$ cat src/rakf_pkg.sv
// shared types, constants and helper functions of the roll angle kalman filter
package rakf_pkg;

  // fixed point configuration
  localparam int CORDIC_STEPS    = 16;
  localparam int ANGLE_FRAC_BITS = 16;
  localparam int ATAN_LEN        = 24;

  // accelerometer offsets in units of 2^-20 g
  localparam logic [24:0] ACC_X_OFS = 25'd104858;
  localparam logic [24:0] ACC_Y_OFS = 25'd81789;
  localparam logic [24:0] ACC_Z_OFS = 25'd104858;

  // measured angle rounding from 2^-24 degree units
  localparam int MEAS_SHIFT = 24 - ANGLE_FRAC_BITS;
  localparam logic signed [31:0] MEAS_RND = 32'sd1 <<< (23 - ANGLE_FRAC_BITS);
  localparam logic signed [24:0] ANGLE_90 = 25'sd90 <<< ANGLE_FRAC_BITS;

  // gyro increment: round(n / (131 * 2^(23-F))) as a shift by 23-F bits, then
  // a multiply by ceil(2^39 / 131), exact for shifted values below 2^32
  localparam int GYRO_SHIFT = 23 - ANGLE_FRAC_BITS;
  localparam logic [40:0] GYRO_RND = 41'd131 << (GYRO_SHIFT - 1);
  localparam int GYRO_RCP_SHIFT = 39;
  localparam logic [31:0] GYRO_RCP = 32'd4196609267;

  // register indexes
  localparam logic [2:0] CFG_ROLL_OFFSET  = 3'd0;
  localparam logic [2:0] CFG_TIME_STEP    = 3'd1;
  localparam logic [2:0] CFG_PROCESS_INC  = 3'd2;
  localparam logic [2:0] CFG_MEAS_VAR     = 3'd3;

  // reset values
  localparam logic [23:0] TIME_STEP_RST = 24'd67109;
  localparam logic [27:0] PROC_INC_RST  = 28'd68719;
  localparam logic [23:0] MEAS_VAR_RST  = 24'd589824;
  localparam logic [31:0] VARIANCE_RST  = 32'd1073741824;

  // configuration registers
  typedef struct packed {
    logic signed [24:0] roll_offset;
    logic [23:0]        time_step;
    logic [27:0]        process_increment;
    logic [23:0]        measurement_variance;
  } cfg_t;

  // classified item passed from front to back
  typedef struct packed {
    logic signed [24:0] ax;
    logic signed [24:0] ay;
    logic signed [24:0] az;
    logic signed [15:0] gx;
    logic               zero_den;
  } q_item_t;

  // divider request
  typedef struct packed {
    logic        start;
    logic [63:0] num;
    logic [37:0] den;
  } div_req_t;

  // arctangent table in units of 2^-24 degree
  function automatic logic signed [31:0] atan_q24(input logic [4:0] idx);
    logic signed [31:0] v;
    case (idx)
      5'd0:  v = 32'sd754974720;
      5'd1:  v = 32'sd445687602;
      5'd2:  v = 32'sd235489088;
      5'd3:  v = 32'sd119537938;
      5'd4:  v = 32'sd60000934;
      5'd5:  v = 32'sd30029717;
      5'd6:  v = 32'sd15018523;
      5'd7:  v = 32'sd7509720;
      5'd8:  v = 32'sd3754917;
      5'd9:  v = 32'sd1877466;
      5'd10: v = 32'sd938734;
      5'd11: v = 32'sd469367;
      5'd12: v = 32'sd234684;
      5'd13: v = 32'sd117342;
      5'd14: v = 32'sd58671;
      5'd15: v = 32'sd29335;
      5'd16: v = 32'sd14668;
      5'd17: v = 32'sd7334;
      5'd18: v = 32'sd3667;
      5'd19: v = 32'sd1833;
      5'd20: v = 32'sd917;
      5'd21: v = 32'sd458;
      5'd22: v = 32'sd229;
      5'd23: v = 32'sd115;
      default: v = 32'sd0;
    endcase
    return v;
  endfunction

  // saturate to 25 bits signed
  function automatic logic signed [24:0] sat25(input logic signed [31:0] v);
    logic signed [24:0] r;
    if (v > 32'sd16777215) begin
      r = 25'sh0FFFFFF;
    end else if (v < -32'sd16777216) begin
      r = 25'sh1000000;
    end else begin
      r = v[24:0];
    end
    return r;
  endfunction

endpackage

$ cat src/rakf_fifo.sv
// two entry queue between front and back
module rakf_fifo import rakf_pkg::*; (
  input  logic    clk,
  input  logic    rst,
  input  logic    push,
  input  q_item_t push_item,
  input  logic    pop,
  output q_item_t pop_item,
  output logic    empty,
  output logic    full
);

  q_item_t    entries [2];
  logic       wr_ptr;
  logic       rd_ptr;
  logic [1:0] count;

  assign empty    = (count == 2'd0);
  assign full     = (count == 2'd2);
  assign pop_item = entries[rd_ptr];

  // storage
  always_ff @(posedge clk) begin
    if (push) begin
      entries[wr_ptr] <= push_item;
    end
  end

  // pointers and fill count
  always_ff @(posedge clk) begin
    if (rst) begin
      wr_ptr <= 1'b0;
      rd_ptr <= 1'b0;
      count  <= 2'd0;
    end else begin
      if (push) begin
        wr_ptr <= !wr_ptr;
      end
      if (pop) begin
        rd_ptr <= !rd_ptr;
      end
      if (push && !pop) begin
        count <= count + 2'd1;
      end else if (pop && !push) begin
        count <= count - 2'd1;
      end
    end
  end

endmodule

$ cat config.mk
export PLATFORM = sky130hd
export DESIGN_NAME = rakf_fifo
export DESIGN_NICKNAME = d
export VERILOG_FILES = /design/src/rakf_pkg.sv /design/src/rakf_fifo.sv
export SDC_FILE = /design/constraint.sdc
export NUM_CORES = 1
export LEC_CHECK = 0
export BUFFER_PORTS_ARGS = -buffer_cell sky130_fd_sc_hd__buf_2
export CORE_MARGIN = 2
export CORE_UTILIZATION = 30
export DETAILED_ROUTE_END_ITERATION = 6
export GPL_TIMING_DRIVEN = 0
export PLACE_DENSITY = 0.62
export SLEW_MARGIN = 20
export SYNTH_ARGS = -nofsm -noshare
export SYNTH_HDL_FRONTEND = slang
export SYNTH_SLANG_ARGS = --single-unit
$ cat constraint.sdc
create_clock -name clk -period 5.5 [get_ports clk]
set_input_delay 0.275 -clock clk [delete_from_list [all_inputs] [get_ports clk]]
set_output_delay 0.275 -clock clk [all_outputs]
set_load 0.02 [all_outputs]
==> impl_metrics.yaml <==
routing:
  avgRoutedWirePerCell_um: 16.2
  drtIter0Drc: 139
  drt_wl_total_mm: 13.2
  viasPerCell: 4.28
  ant_nets: 0
  drc: 0
  vias: 3509
  first_pass_iters: 4
global_route:
  gr-total-overflow: 0
  grt_max_degree: 36
  grt_pass1_vias: 3840
  grt_use_total_pct: 11.1
  grt_pass1_wl_mm: 20.2
  antenna_found_initial: 0
synth:
  ys_ff_latch: 189
  synth-seq-area-share_pct: 81.9
  synthesis.area_um2: 6870
  synth_nets: 405
  ys_types: 17
  yosys_warnings: 0
  avgSynthCellArea_um2: 22.3
  syn_inst: 308
timing:
  fin_worst_skew_ns: 0.0132
  tns_ns: 0
  fin_ws_ns: 3.52
  slew_violations: 0
  max_slew_margin_pct: 46.9
  finalHoldViolCount: 0
  finalCritPeriodShare_pct: 36.1
  grt_setup_unrepaired: "false"
  worstMarginPinSlew_ns: 0.795
  setup_violations: 0
  post-route-min-period_ns: 1.98
  max_freq_ghz: 0.504
placement:
  port_buffers: 189
  dp_hpwl_mm: 9.14
  post-place-ws_ns: 3.74
  postPlaceCellArea_um2: 8290
  gp_congestion: 0.679
  place_inst: 787
setup_path:
  reg2reg_depth: 2
  critPathMaxFanout: 10
  crit_path_end_kind: "output port"
  worstPathArrival_ns: 1.71
  worst-r2r-setup-slack_ns: 3.88
  r2r_start: "wr_ptr"
  timing.rr.end: "entries[0][62]"
  setup.worst_path.start_class: "register"
  worstPathRequired_ns: 5.22
  endpoint: "pop_item[80]"
  critPathKind: "register to output port"
power:
  leakage_nw: 3.31
  vdd_drop_max_uv: 177
  power_density_nw_per_um2: 381
die:
  fp.dieW_um: 155
  dieArea_um2: 24100
  core_um2: 22600
  io_pins: 190
  placementRows: 55
  initial_core_util_pct: 30.4
  dieHeight_um: 155
layout:
  synthToLayoutAreaGrowth_pct: 29.6
  final_cell_mix: "190 x buf_2, 184 x edfxtp_1, 92 x mux2_2"
  final_common_cell: "buf_2"
  stdcell_count: 819
  final_layout_size_suffix_gt1_share_pct: 61.8
  nets: 618
  antenna_cells: 0
  fin_area_um2: 8900
clock_tree:
  cts.sinks: 189
  clkTransAtPathRegs_ns: 0.07
  cts-root-buf: "clkbuf_16"
  clk_latency_ns: 0.42
  cts-buffers-inserted: 17
  cts_max_level: 4
  holdBufCountCts: 0
  cts_tree: "yes"
  cts.path.max_buffers: 2
  postCtsResizedCells: 0
  postCtsSetupRepairBufs: 0
job:
  cap_violations: 0
min_path:
  hold_path.class: "primary input to register"
outcome:
  status: "finished, final reports clean"
## worst max-delay path, stage by stage (launching register included)
cell     delay (ns)
dfxtp_1        0.32
buf_4          0.25
buf_6          0.19
mux2_2         0.36
buf_2          0.16
## routing by layer
layer | GRT usage, % | part of all wire (%) | up-vias
met2 | 19.0 | 49 | 131
met4 | 3.63 | 1.1 | 0
met3 | 4.01 | 7.3 | 10
li1 | - | - | 1638
met5 | 0 | 0 | -
met1 | 12.9 | 42 | 1730
## cells in the mapped netlist (all sizes together)
cell | count | area share [%]
edfxtp | 184 | 80
mux2 | 92 | 15
buf | 10 | 1.5
dfxtp | 5 | 1.5
nor2 | 5 | 0.27
xnor2 | 2 | 0.25
xor2 | 2 | 0.25
a21oi | 1 | 0.073
and2 | 1 | 0.091
and2b | 1 | 0.13
ha | 1 | 0.18
inv | 1 | 0.055
nor2b | 1 | 0.091
o21ai | 1 | 0.073
or3 | 1 | 0.091
## registers in the layout, summed over array words and instances (netlist names), named ones only
signal and count:
wr_ptr 1, count 2, entries 184, rd_ptr 1
## stage by stage
stage	hold slack (ns)	util [%]	total power [W]
after detailed placement	0.466	36.7	0.00217
after floorplan	0.344	-	0.00200
after CTS	0.0142	39.5	0.00345
final	0.0337	39.5	0.00340
after global placement	0.462	36.2	0.00215
after global routing	0.0134	39.5	0.00354
## cell families (layout without fill, tap and decap cells)
logic type / after synthesis / after routing / synth area share [%]
buffers and inverters: 11 / 237 / 1.55
flip-flops: 189 / 189 / 81.9
AND/OR/NAND/NOR: 9 / 9 / 0.674
AO/OA/AOI/OAI: 2 / 2 / 0.146
XOR/XNOR: 4 / 4 / 0.510
multiplexers: 92 / 92 / 15.1
adder cells (fa/ha/maj): 1 / 1 / 0.182
## final cells by class
| cell class | instances | area (um^2) |
|---|---|---|
| timing repair buffer | 194 | 1050 |
| clock buffer | 18 | 429 |
| sequential | 189 | 5630 |
| multi-input combinational | 108 | 1150 |
| inverter | 1 | 3.75 |
| fill | 2079 | 13700 |
| tap | 285 | 357 |
| clock inverter | 14 | 184 |
| buffer | 10 | 103 |
## power by group
group / internal [W] / total, W / leakage [nW] / switching [W]
Combinational: 0.000179 / 0.000428 / 1.25 / 0.000249
Sequential: 0.00168 / 0.00170 / 1.77 / 0.0000201
Clock: 0.000727 / 0.00127 / 0.291 / 0.000544
Total: 0.00258 / 0.00340 / 3.31 / 0.000813
## worst min-delay path by stage
stage	start	endpoint	slack, ns	depth (start not counted)
after floorplan	rst	count[1]	0.34	1
after global placement	push_item[76]	entries[0][76]	0.46	1
after detailed placement	push_item[70]	entries[1][70]	0.47	1
after CTS	push_item[74]	entries[1][74]	0.01	1
after global routing	push_item[42]	entries[1][42]	0.01	1
final	push_item[74]	entries[1][74]	0.03	1
Power figures use the tool's default switching activity.
