===== config.mk =====
export PLATFORM = sky130hd
export DESIGN_NAME = rakf_div
export DESIGN_NICKNAME = d
export VERILOG_FILES = /design/src/rakf_pkg.sv /design/src/rakf_div.sv
export SDC_FILE = /design/constraint.sdc
export NUM_CORES = 1
export LEC_CHECK = 0
export BUFFER_PORTS_ARGS = -buffer_cell sky130_fd_sc_hd__buf_2
export CAP_MARGIN = 10
export CORE_ASPECT_RATIO = 1.75
export CORE_MARGIN = 10
export CORE_UTILIZATION = 51
export DETAILED_ROUTE_END_ITERATION = 10
export PLACE_DENSITY = 0.78
export SYNTH_ARGS = -nofsm -noshare
export SYNTH_HDL_FRONTEND = slang
export SYNTH_SLANG_ARGS = --single-unit

===== constraint.sdc =====
create_clock -name clk -period 2.95 [get_ports clk]
set_input_delay 0.4425 -clock clk [delete_from_list [all_inputs] [get_ports clk]]
set_output_delay 0.4425 -clock clk [all_outputs]
set_load 0.02 [all_outputs]

===== src/rakf_pkg.sv =====
// shared types, constants and helper functions of the roll angle kalman filter
package rakf_pkg;

  // fixed point configuration
  localparam int CORDIC_STEPS    = 16;
  localparam int ANGLE_FRAC_BITS = 16;
  localparam int ATAN_LEN        = 24;

  // accelerometer offsets in units of 2^-20 g
  localparam logic [24:0] ACC_X_OFS = 25'd104858;
  localparam logic [24:0] ACC_Y_OFS = 25'd81789;
  localparam logic [24:0] ACC_Z_OFS = 25'd104858;

  // measured angle rounding from 2^-24 degree units
  localparam int MEAS_SHIFT = 24 - ANGLE_FRAC_BITS;
  localparam logic signed [31:0] MEAS_RND = 32'sd1 <<< (23 - ANGLE_FRAC_BITS);
  localparam logic signed [24:0] ANGLE_90 = 25'sd90 <<< ANGLE_FRAC_BITS;

  // gyro increment: round(n / (131 * 2^(23-F))) as a shift by 23-F bits, then
  // a multiply by ceil(2^39 / 131), exact for shifted values below 2^32
  localparam int GYRO_SHIFT = 23 - ANGLE_FRAC_BITS;
  localparam logic [40:0] GYRO_RND = 41'd131 << (GYRO_SHIFT - 1);
  localparam int GYRO_RCP_SHIFT = 39;
  localparam logic [31:0] GYRO_RCP = 32'd4196609267;

  // register indexes
  localparam logic [2:0] CFG_ROLL_OFFSET  = 3'd0;
  localparam logic [2:0] CFG_TIME_STEP    = 3'd1;
  localparam logic [2:0] CFG_PROCESS_INC  = 3'd2;
  localparam logic [2:0] CFG_MEAS_VAR     = 3'd3;

  // reset values
  localparam logic [23:0] TIME_STEP_RST = 24'd67109;
  localparam logic [27:0] PROC_INC_RST  = 28'd68719;
  localparam logic [23:0] MEAS_VAR_RST  = 24'd589824;
  localparam logic [31:0] VARIANCE_RST  = 32'd1073741824;

  // configuration registers
  typedef struct packed {
    logic signed [24:0] roll_offset;
    logic [23:0]        time_step;
    logic [27:0]        process_increment;
    logic [23:0]        measurement_variance;
  } cfg_t;

  // classified item passed from front to back
  typedef struct packed {
    logic signed [24:0] ax;
    logic signed [24:0] ay;
    logic signed [24:0] az;
    logic signed [15:0] gx;
    logic               zero_den;
  } q_item_t;

  // divider request
  typedef struct packed {
    logic        start;
    logic [63:0] num;
    logic [37:0] den;
  } div_req_t;

  // arctangent table in units of 2^-24 degree
  function automatic logic signed [31:0] atan_q24(input logic [4:0] idx);
    logic signed [31:0] v;
    case (idx)
      5'd0:  v = 32'sd754974720;
      5'd1:  v = 32'sd445687602;
      5'd2:  v = 32'sd235489088;
      5'd3:  v = 32'sd119537938;
      5'd4:  v = 32'sd60000934;
      5'd5:  v = 32'sd30029717;
      5'd6:  v = 32'sd15018523;
      5'd7:  v = 32'sd7509720;
      5'd8:  v = 32'sd3754917;
      5'd9:  v = 32'sd1877466;
      5'd10: v = 32'sd938734;
      5'd11: v = 32'sd469367;
      5'd12: v = 32'sd234684;
      5'd13: v = 32'sd117342;
      5'd14: v = 32'sd58671;
      5'd15: v = 32'sd29335;
      5'd16: v = 32'sd14668;
      5'd17: v = 32'sd7334;
      5'd18: v = 32'sd3667;
      5'd19: v = 32'sd1833;
      5'd20: v = 32'sd917;
      5'd21: v = 32'sd458;
      5'd22: v = 32'sd229;
      5'd23: v = 32'sd115;
      default: v = 32'sd0;
    endcase
    return v;
  endfunction

  // saturate to 25 bits signed
  function automatic logic signed [24:0] sat25(input logic signed [31:0] v);
    logic signed [24:0] r;
    if (v > 32'sd16777215) begin
      r = 25'sh0FFFFFF;
    end else if (v < -32'sd16777216) begin
      r = 25'sh1000000;
    end else begin
      r = v[24:0];
    end
    return r;
  endfunction

endpackage


===== src/rakf_div.sv =====
// restoring divider, one quotient bit per cycle, 34 bit quotient
module rakf_div import rakf_pkg::*; (
  input  logic        clk,
  input  logic        rst,
  input  div_req_t    req,
  output logic        done,
  output logic [33:0] quot
);

  logic        busy;
  logic [5:0]  cnt;
  logic [37:0] rem;
  logic [37:0] den;
  logic [33:0] q_sh;
  logic [37:0] trial;
  logic        ge;

  // shift in next dividend bit and compare
  assign trial = {rem[36:0], q_sh[33]};
  assign ge    = (trial >= den);
  assign quot  = q_sh;

  // datapath
  always_ff @(posedge clk) begin
    if (req.start) begin
      rem  <= {8'h00, req.num[63:34]};
      q_sh <= req.num[33:0];
      den  <= req.den;
    end else if (busy) begin
      rem  <= ge ? (trial - den) : trial;
      q_sh <= {q_sh[32:0], ge};
    end
  end

  // step control
  always_ff @(posedge clk) begin
    if (rst) begin
      busy <= 1'b0;
      cnt  <= 6'd0;
      done <= 1'b0;
    end else begin
      if (req.start) begin
        busy <= 1'b1;
        cnt  <= 6'd33;
        done <= 1'b0;
      end else if (busy) begin
        if (cnt == 6'd0) begin
          busy <= 1'b0;
          done <= 1'b1;
        end else begin
          cnt  <= cnt - 6'd1;
          done <= 1'b0;
        end
      end else begin
        done <= 1'b0;
      end
    end
  end

endmodule


==> flow_summary.ini <==
[global_routing]
globalRouteOverflowTotal = 0
grt_pass1_vias = 6781
antenna_found_initial = 2
track_usage = 0.220
grt_max_degree = 83
grt_pass1_wl_mm = 33.2

[yosys]
netlist_area_um2 = 7020
avgSynthCellArea_um2 = 10.6
syn_nets = 810
ys_warn_count = 0
synth_cells = 665
ys_seq_elements = 117
yosysSeqAreaShare = 0.479
ys.flop_type = edfxtp_1
async_reset_ff_frac = 0
synth_edf_count = 102
ys_types = 62

[route]
wl_per_cell_um = 21.2
drt_first_pass_iters = 7
totalWireLength_mm = 23.3
vias = 6457
drcViolationCount = 0
via_per_inst = 5.88
drtAntennaViolNets = 0
drt-initial-drc-count = 487

[worst_setup_path]
reg2reg_from = den[15]$_DFFE_PP_
arrival_ns = 3.57
worstSetupPathType = register to register
path_max_fanout = 4
endpoint_kind = register
required_ns = 3.11
startpoint = den[15]$_DFFE_PP_
crit_path_start_kind = register

[power_and_ir_drop]
ir_worst_vdd_mv = 0.465
p_leak_nw = 4.35
power.density_nw_per_um2 = 634
power_mw = 6.40

[clock_network]
cts.reportedPaths.clkPinSlew_ns = 0.06
cts_inserted_buffers = 17
cts_buffer_depth = 2
insertion_delay_ns = 0.42
cts_tree = yes
root_buffer = clkbuf_16
cts_sinks = 117
holdBufCountCts = 0
cts-htree-levels = 4

[timing]
period_needed_ns = 3.41
fin_worst_skew_ns = 0.00719
worst_pin_slew_ns = 0.615
max_slew_margin = 0.587
rsz0062_at_grt = true
finalSetupViolations = 34
fmax_ghz = 0.293
hold_viol_final = 0
fin_crit_sh = 1.16
fin_ws_ns = -0.459
slew_viol_final = 0

[die]
dieArea_um2 = 19100
fp.dieW_um = 109
rows = 56
io_pins = 140
core_um2 = 13500
start_util = 0.522
die_y_um = 175

[min_path]
min_from = req[10]
hp-class = primary input to register

[finish]
final_area_um2 = 10100
final_layout_size_suffix_gt1_frac = 0.483
layout.nets = 1056
areaGrowthSynthToFinish_pct = 43.6
fillers = 890

[placement]
gp_congestion = 0.925
dpl.hpwl_mm = 14.8
placed_cell_area_um2 = 8510
port_buffers = 139

[outcome]
violations = setup timing
outcome = finished, violations left

[run]
drv_cap = 0
[worst paths after layout]
kind | slack, ns | endpoint | depth (start not counted)
setup / recovery | -0.46 | rem[29]$_DFFE_PP_ | 13
hold reg to reg | 0.55 | rem[33]$_SDFFE_PP0P_ | 2
hold / removal | 0.20 | den[10]$_DFFE_PP_ | 1
setup reg to reg | -0.46 | rem[29]$_DFFE_PP_ | 13
[logic make-up (layout without fill, tap and decap cells)]
group | count (synthesis) | in the layout | synth area share
mux | 50 | 50 | 0.0798
simple gates | 156 | 156 | 0.108
buf+inv | 87 | 346 | 0.0527
compound gates | 180 | 180 | 0.165
flops | 117 | 117 | 0.479
xor+xnor | 35 | 35 | 0.0436
fa+ha+maj | 40 | 40 | 0.0723
other cells | 0 | 1 | 0
[metal layers]
layer,vias up,global-route usage,part of all wire
li1,2945,-,-
met1,3079,0.211,0.33
met2,318,0.407,0.53
met3,115,0.0718,0.077
met4,0,0.0966,0.059
met5,-,0,0
[sequential cells by signal, summed over array words and instances (netlist names)]
name	cells
den	38
busy	1
rem	37
cnt	6
quot	34
done	1
[cells in the final DEF (no fill, tap or decap), types with 4 or more instances in the layout]
cell type,n
nor2_1,42
o21ai_1,12
nor3_1,15
ha_4,17
clkbuf_16,19
nand2_1,37
nand2_2,4
o21ai_2,7
inv_6,7
o21a_1,4
nand2b_1,4
buf_4,95
nand4_1,9
buf_12,6
and3_1,5
xor2_1,17
inv_2,6
o211ai_1,4
buf_2,138
a21oi_1,48
inv_1,54
nand3_1,4
nor2b_1,4
dfxtp_1,15
a21o_1,19
xnor2_1,17
ha_1,17
buf_6,12
nor2_2,7
ha_2,5
mux2_2,46
a211oi_2,9
a21oi_2,14
o21bai_1,6
a211oi_1,4
o21ai_0,13
edfxtp_1,102
[critical path: stages, from the launching register on]
cell and delay, ns:
edfxtp_1 0.40, inv_1 0.11, ha_4 0.21, buf_4 0.15, nand2_1 0.19, o21ai_1 0.19, nor3_1 0.55, a2bb2oi_2 0.21
a2111oi_4 0.42, buf_4 0.18, nor2_1 0.05, xnor2_1 0.14, o21ai_1 0.08, mux2_2 0.27
[area by class of cell]
type / instances / area [um2] / share of cell area
clock buffers: 17 / 425 / 0.0422
clock inverters: 15 / 191 / 0.0190
repair buffers: 254 / 1720 / 0.171
diodes: 1 / 2.50 / 0.000248
flip-flops and latches: 117 / 3360 / 0.333
well taps: 174 / 218 / 0.0216
multi-input cells: 461 / 3940 / 0.391
inverters: 60 / 225 / 0.0223
[where the power goes]
part           switching, mW  total, mW  internal (mW)
combinational           1.14       2.11          0.978
clock                  0.841       2.19           1.35
sequential            0.0996       2.10           2.00
[what timing repair did]
| action | in CTS | in global routing |
|---|---|---|
| setup endpoints to repair | 38 | 38 |
| resized for setup | 51 | 78 |
| pin swaps | 19 | 33 |
| setup buffers | 10 | 28 |
| gates cloned | 1 | 2 |
[through the flow]
step / util / worst slack (ns) / std cells / setup TNS (ns) / hold slack, ns
2_1_floorplan: - / -0.134 / 665 / -1.71 / 0.465
3_3_place_gp: 0.632 / -0.269 / 1027 / -0.873 / 0.495
3_5_place_dp: 0.632 / -0.279 / 1027 / -5.35 / 0.499
4_1_cts: 0.705 / -0.0607 / 1069 / -0.250 / 0.187
5_1_grt: 0.750 / -0.463 / 1098 / -9.40 / 0.185
6_report: 0.750 / -0.459 / 1099 / -6.06 / 0.196
[Yosys cell counts (all sizes together) (10+ instances only)]
library cell / number / area [um2]
ha: 39 / 488
a21oi: 65 / 325
dfxtp: 15 / 300
nand2: 44 / 165
nor3: 20 / 105
buf: 17 / 108
a21o: 19 / 143
nor2: 51 / 191
inv: 60 / 225
o21ai: 33 / 176
clkbuf: 10 / 37.5
xnor2: 17 / 149
edfxtp: 102 / 3060
a211oi: 15 / 113
xor2: 18 / 158
mux2: 48 / 541
nand4: 10 / 77.6
No activity file was read; power rests on OpenSTA's default activity.
