<file path="src/rakf_pkg.sv">
// shared types, constants and helper functions of the roll angle kalman filter
package rakf_pkg;

  // fixed point configuration
  localparam int CORDIC_STEPS    = 16;
  localparam int ANGLE_FRAC_BITS = 16;
  localparam int ATAN_LEN        = 24;

  // accelerometer offsets in units of 2^-20 g
  localparam logic [24:0] ACC_X_OFS = 25'd104858;
  localparam logic [24:0] ACC_Y_OFS = 25'd81789;
  localparam logic [24:0] ACC_Z_OFS = 25'd104858;

  // measured angle rounding from 2^-24 degree units
  localparam int MEAS_SHIFT = 24 - ANGLE_FRAC_BITS;
  localparam logic signed [31:0] MEAS_RND = 32'sd1 <<< (23 - ANGLE_FRAC_BITS);
  localparam logic signed [24:0] ANGLE_90 = 25'sd90 <<< ANGLE_FRAC_BITS;

  // gyro increment: round(n / (131 * 2^(23-F))) as a shift by 23-F bits, then
  // a multiply by ceil(2^39 / 131), exact for shifted values below 2^32
  localparam int GYRO_SHIFT = 23 - ANGLE_FRAC_BITS;
  localparam logic [40:0] GYRO_RND = 41'd131 << (GYRO_SHIFT - 1);
  localparam int GYRO_RCP_SHIFT = 39;
  localparam logic [31:0] GYRO_RCP = 32'd4196609267;

  // register indexes
  localparam logic [2:0] CFG_ROLL_OFFSET  = 3'd0;
  localparam logic [2:0] CFG_TIME_STEP    = 3'd1;
  localparam logic [2:0] CFG_PROCESS_INC  = 3'd2;
  localparam logic [2:0] CFG_MEAS_VAR     = 3'd3;

  // reset values
  localparam logic [23:0] TIME_STEP_RST = 24'd67109;
  localparam logic [27:0] PROC_INC_RST  = 28'd68719;
  localparam logic [23:0] MEAS_VAR_RST  = 24'd589824;
  localparam logic [31:0] VARIANCE_RST  = 32'd1073741824;

  // configuration registers
  typedef struct packed {
    logic signed [24:0] roll_offset;
    logic [23:0]        time_step;
    logic [27:0]        process_increment;
    logic [23:0]        measurement_variance;
  } cfg_t;

  // classified item passed from front to back
  typedef struct packed {
    logic signed [24:0] ax;
    logic signed [24:0] ay;
    logic signed [24:0] az;
    logic signed [15:0] gx;
    logic               zero_den;
  } q_item_t;

  // divider request
  typedef struct packed {
    logic        start;
    logic [63:0] num;
    logic [37:0] den;
  } div_req_t;

  // arctangent table in units of 2^-24 degree
  function automatic logic signed [31:0] atan_q24(input logic [4:0] idx);
    logic signed [31:0] v;
    case (idx)
      5'd0:  v = 32'sd754974720;
      5'd1:  v = 32'sd445687602;
      5'd2:  v = 32'sd235489088;
      5'd3:  v = 32'sd119537938;
      5'd4:  v = 32'sd60000934;
      5'd5:  v = 32'sd30029717;
      5'd6:  v = 32'sd15018523;
      5'd7:  v = 32'sd7509720;
      5'd8:  v = 32'sd3754917;
      5'd9:  v = 32'sd1877466;
      5'd10: v = 32'sd938734;
      5'd11: v = 32'sd469367;
      5'd12: v = 32'sd234684;
      5'd13: v = 32'sd117342;
      5'd14: v = 32'sd58671;
      5'd15: v = 32'sd29335;
      5'd16: v = 32'sd14668;
      5'd17: v = 32'sd7334;
      5'd18: v = 32'sd3667;
      5'd19: v = 32'sd1833;
      5'd20: v = 32'sd917;
      5'd21: v = 32'sd458;
      5'd22: v = 32'sd229;
      5'd23: v = 32'sd115;
      default: v = 32'sd0;
    endcase
    return v;
  endfunction

  // saturate to 25 bits signed
  function automatic logic signed [24:0] sat25(input logic signed [31:0] v);
    logic signed [24:0] r;
    if (v > 32'sd16777215) begin
      r = 25'sh0FFFFFF;
    end else if (v < -32'sd16777216) begin
      r = 25'sh1000000;
    end else begin
      r = v[24:0];
    end
    return r;
  endfunction

endpackage

</file>
<file path="src/rakf_front.sv">
// front end: accepts raw samples, removes offsets and flags a zero denominator
module rakf_front import rakf_pkg::*; (
  input  logic               in_valid,
  output logic               in_ready,
  input  logic signed [15:0] accel_x,
  input  logic signed [15:0] accel_y,
  input  logic signed [15:0] accel_z,
  input  logic signed [15:0] gyro_x,
  input  logic               q_full,
  output logic               q_push,
  output q_item_t            q_item
);

  // take an item whenever the queue has room
  assign in_ready = !q_full;
  assign q_push   = in_valid && !q_full;

  // scale to 2^-20 g and apply offsets
  always_comb begin
    q_item.ax = {accel_x[15], accel_x, 8'h00} - ACC_X_OFS;
    q_item.ay = {accel_y[15], accel_y, 8'h00} + ACC_Y_OFS;
    q_item.az = {accel_z[15], accel_z, 8'h00} - ACC_Z_OFS;
    q_item.gx = gyro_x;
    q_item.zero_den = (q_item.ay == 25'sd0) && (q_item.az == 25'sd0);
  end

endmodule

</file>
<file path="config.mk">
export PLATFORM = sky130hd
export DESIGN_NAME = rakf_front
export DESIGN_NICKNAME = d
export VERILOG_FILES = /design/src/rakf_pkg.sv /design/src/rakf_front.sv
export SDC_FILE = /design/constraint.sdc
export NUM_CORES = 1
export LEC_CHECK = 0
export ABC_AREA = 0
export BUFFER_PORTS_ARGS = -buffer_cell sky130_fd_sc_hd__buf_2
export CORE_UTILIZATION = 30
export DETAILED_ROUTE_END_ITERATION = 8
export GPL_TIMING_DRIVEN = 0
export PLACE_DENSITY = 0.84
export SLEW_MARGIN = 20
export SYNTH_ARGS = -nofsm -noshare
export SYNTH_HDL_FRONTEND = slang
export SYNTH_SLANG_ARGS = --single-unit
</file>
<file path="constraint.sdc">
create_clock -name vclk -period 1.8
set_clock_uncertainty 0.1 [all_clocks]
set_input_delay 0.18 -clock vclk [all_inputs]
set_output_delay 0.18 -clock vclk [all_outputs]
set_load 0.05 [all_outputs]
</file>
==> results of run 1 <==
power by group through the flow:
stage / clock network, mW / logic (mW) / registers [mW]
3_3_place_gp: 0 / 1.06 / 0
6_report: 0 / 1.21 / 0
5_1_grt: 0 / 1.26 / 0
4_1_cts: 0 / 1.16 / 0
3_5_place_dp: 0 / 1.07 / 0
2_1_floorplan: 0 / 0.835 / 0
synth_stat cells, drive strengths merged (3+ instances only):
cell	number	area share (%)
a21oi	4	1.7
buf	43	28
ha	3	3.3
inv	13	4.3
nand2	7	2.3
nor2	15	5.4
nor3	4	1.7
o211ai	4	2.6
o21ai	8	3.5
or3	3	2.5
or4	3	3.0
xnor2	17	13
xor2	21	16
routing by layer:
| metal | up-vias | track usage (%) | wire, microns |
|---|---|---|---|
| li1 | 773 | - | - |
| met1 | 720 | 18.4 | 1400 |
| met4 | 0 | 0.284 | 0 |
| met2 | 81 | 38.7 | 2560 |
| met5 | - | 0 | 0 |
| met3 | 0 | 2.50 | 342 |
layout by cell type, fill, tap and decap left out, types with 5 or more instances in the layout:
cell type,count
buf_2,84
buf_4,63
buf_6,27
conb_1,25
inv_1,10
nand2_1,7
nor2_2,5
nor2_4,6
o21ai_0,6
xnor2_1,11
xnor2_2,5
xor2_4,13
repair_timing:
item / 4_1_cts / 5_1_grt
resized for setup: 64 / 26
pin swaps: 13 / 9
endpoints found under the setup margin: 23 / 26
setup buffers: 10 / 9
how the worst max path moves through the flow:
stage	cells past startpoint	endpoint	slack, ns	start
floorplan	3	q_item[39]	-0.29	accel_z[12]
global placement	6	q_item[90]	-0.31	accel_x[12]
detailed placement	6	q_item[90]	-0.32	accel_x[12]
CTS	6	q_item[40]	-0.18	accel_z[10]
global route	6	q_item[90]	-0.18	accel_x[12]
finish	6	q_item[40]	-0.15	accel_z[11]
worst max-delay path: stages:
cell and delay [ns]:
buf_8 0.09, or4_4 0.53, or3_4 0.38, nor2_4 0.16, xor2_4 0.15, buf_6 0.17
cells by family after synthesis:
family,after synthesis,synth area share [%]
buffers and inverters,56,32.5
adders and majority gates,3,3.28
and+or+nand+nor,42,20.4
other,2,0.656
xor gates and xnor gates,38,29.1
AOI/OAI and AO/OA,23,14.1
per-stage QoR:
stage / cells / TNS (ns) / hold WS [ns] / power, mW
after floorplan: 187 / -1.59 / 0.375 / 0.835
after global placement: 352 / -3.35 / 0.561 / 1.06
after detailed placement: 352 / -3.79 / 0.562 / 1.07
after CTS: 362 / -1.14 / 0.559 / 1.16
after global routing: 371 / -1.72 / 0.564 / 1.26
final: 371 / -1.12 / 0.561 / 1.21
final cells by class:
cell class                      instances  area [sq um]
Buffer                                 43           323
Fill cell                             260           911
Inverter                               13          60.1
Multi-Input combinational cell        131          1370
Tap cell                               48          60.1
Timing Repair Buffer                  136           942
==> reports/results.ini, run 1 <==
[routing]
ant_nets=0
first_iter_violations=17
vias=1574
remaining_drc_errors=0
drtPass1Iterations=4
wl_per_cell_microns=11.6
via_per_inst=4.24
wirelength_mm=4.30

[timing]
layout_setup_ws_ns=-0.149
period_share_pct=108
fmax_mhz=513
setup_viol=14
fin_crit_ns=1.95
rsz0062_at_grt=true
slew_violations=0
hold_violations=0

[flow_run]
drv_cap=0

[place]
hpwl_mm=3.21
port_buffers=117
pre_cts_ws_ns=-0.321
gp_congestion=0.797
place_area_sq_um=2300

[yosys]
synthDistinctLibCells=28
synth-warning-count=0
synth.yosys.seq_area_share_pct=0
synth_area_sq_um=1140
postSynthCellCount=164
syn_area_per_cell_sq_um=6.98

[setup_path]
cp-start-kind=input pin
critical_path.max_fanout=3
endpoint_kind=primary output
path_class=input pin to primary output
cp.arrival_ns=1.67
required_ns=1.52

[global_routing]
grt_pass1_wl_mm=5.98
grt_pass1_vias=1396
overflow=0
antenna_found_initial=0
grt_max_degree=6
grtUsageTotal_pct=17.9

[power]
p_leak_nw=1.33
clkPwrFrac_pct=0
peakVddDrop_mv=0.316
switchingPower_mw=0.818
power_density_nw_per_um2=439
combPwrFrac_pct=100.0
internal_power_mw=0.390
switching_share_pct=67.7
seqPwrFrac_pct=0

[die]
die_width_microns=63.8
die_h_microns=63.8
core_sq_um=3660
dieArea_sq_um=4070
start_util_pct=31.3
pin_count=160
num_rows=22

[outcome]
outcome=finished, violations left
violations=negative setup slack

[cells_and_area]
seq_cells=0
clock_buffers=0
area_delta_synth_final_pct=140
final_util_pct=75.1
antennaDiodeCount=0
layout.nets=394
final_layout_size_suffix_gt1_share_pct=73.7
register_area_sq_um=0
stdcell_area_sq_um=2750

[hold_path]
min_path_type=input pin to primary output
whs_endpoint=q_item[15]
min_path_cells=2
hold_start=gyro_x[14]

[cts]
postCtsHoldBufs=0

Note: power is estimated with default switching activity, not from simulation.
==> run 2: changes to the inputs <==
- SKIP_LAST_GASP: default -> 1
==> reports/results.ini, run 2 (synthesized netlist as in run 1, its figures left out) <==
[outcome]
outcome=finished, violations left
violations=negative setup slack

[die]
start_util_pct=31.3
die_width_microns=63.8
pin_count=160
num_rows=22
die_h_microns=63.8
core_sq_um=3660
dieArea_sq_um=4070

[power]
peakVddDrop_mv=0.317
p_leak_nw=1.35
power_density_nw_per_um2=435

[global_routing]
gr-usage-met1_pct=18.0
top_usage_layer=met2
overflow=0
met2_usage_pct=37.9
grtUsageTotal_pct=17.6
grt_util_met3_pct=2.86
antenna_found_initial=0
grt_pass1_vias=1381
grt_max_degree=6
grt_pass1_wl_mm=5.88

[timing]
layout_setup_ws_ns=-0.157
setup_viol=13
finalSetupTns_ns=-1.27
slew_violations=0
period_share_pct=109
fin_crit_ns=1.96
hold_violations=0
rsz0062_at_grt=true
fmax_mhz=511

[routing]
first_iter_violations=32
remaining_drc_errors=0
wl_per_cell_microns=11.7
ant_nets=0
drtPass1Iterations=4
vias=1588
via_per_inst=4.26
wirelength_mm=4.35

[cells_and_area]
layout_commonest_cell=buf_2
register_area_sq_um=0
seq_cells=0
layout.nets=396
fin_cells=373
clock_buffers=0
fillers=258
area_delta_synth_final_pct=145
antennaDiodeCount=0
final_layout_size_suffix_gt1_share_pct=74.2
layout_common_cells=buf_2, buf_4, buf_6

[flow_run]
drv_cap=0

[setup_path]
cp.arrival_ns=1.68
critical_path.max_fanout=3
path_class=input pin to primary output
endpoint=q_item[40]
endpoint_kind=primary output
cp-start-kind=input pin
required_ns=1.52
crit_path_start=accel_z[11]

[place]
gp_congestion=0.797
dp_cells=352
port_buffers=117
hpwl_mm=3.21

[cts]
postCtsHoldBufs=0

[hold_path]
min_path_type=input pin to primary output

==> run 2: cell count changes in the layout (fill, tap and decap cells not counted), sizes merged <==
cell,change
buf,+1
clkbuf,+1
==> run 2: area by class of cell <==
cell class / instances / area, sq um / area share [%]
Multi-Input combinational cell: 131 / 1390 / 49.4
Timing Repair Buffer: 138 / 973 / 34.7
Buffer: 43 / 323 / 11.5
Inverter: 13 / 60.1 / 2.14
Tap cell: 48 / 60.1 / 2.14
==> run 2: worst min-delay path by stage <==
stage / cells after the start / end / startpoint / slack (ns)
2_1_floorplan: 1 / q_item[36] / accel_z[11] / 0.38
3_3_place_gp: 2 / q_item[4] / gyro_x[3] / 0.56
3_5_place_dp: 2 / q_item[15] / gyro_x[14] / 0.56
4_1_cts: 3 / q_item[36] / accel_z[11] / 0.56
5_1_grt: 2 / q_item[25] / accel_z[0] / 0.56
6_report: 2 / q_item[1] / gyro_x[0] / 0.56
==> run 2: routing by layer <==
| layer | vias to the layer above | part of all wire (%) |
|---|---|---|
| li1 | 780 | - |
| met1 | 727 | 32 |
| met2 | 81 | 60 |
| met3 | 0 | 7.8 |
| met4 | 0 | 0 |
| met5 | - | 0 |
==> run 2: per-stage QoR <==
step	power (mW)	hold WS (ns)	setup WS (ns)	instance area, sq um	util, %
detailed placement	1.07	0.562	-0.321	2300	63.0
finish	1.22	0.562	-0.157	2800	76.5
global placement	1.06	0.561	-0.312	2300	63.0
floorplan	0.835	0.375	-0.290	1660	-
CTS	1.15	0.559	-0.182	2580	70.4
global route	1.27	0.564	-0.182	2800	76.5
==> run 2: worst max-delay path: stages <==
cell    delay, ns
buf_12       0.11
or4_4        0.52
or3_4        0.38
nor2_4       0.16
xor2_4       0.15
buf_6        0.17
==> run 2: timing repair <==
action                     4_1_cts  5_1_grt
gates resized for setup         58       42
pin swaps                       13        8
hold endpoints to repair         0        0
cloned                           0        0
buffers inserted                10       11
setup endpoints to repair       23       27
==> run 2: power breakdown <==
group	internal [mW]	switching (mW)	total [mW]
Sequential	0	0	0
Clock	0	0	0
Combinational	0.397	0.821	1.22
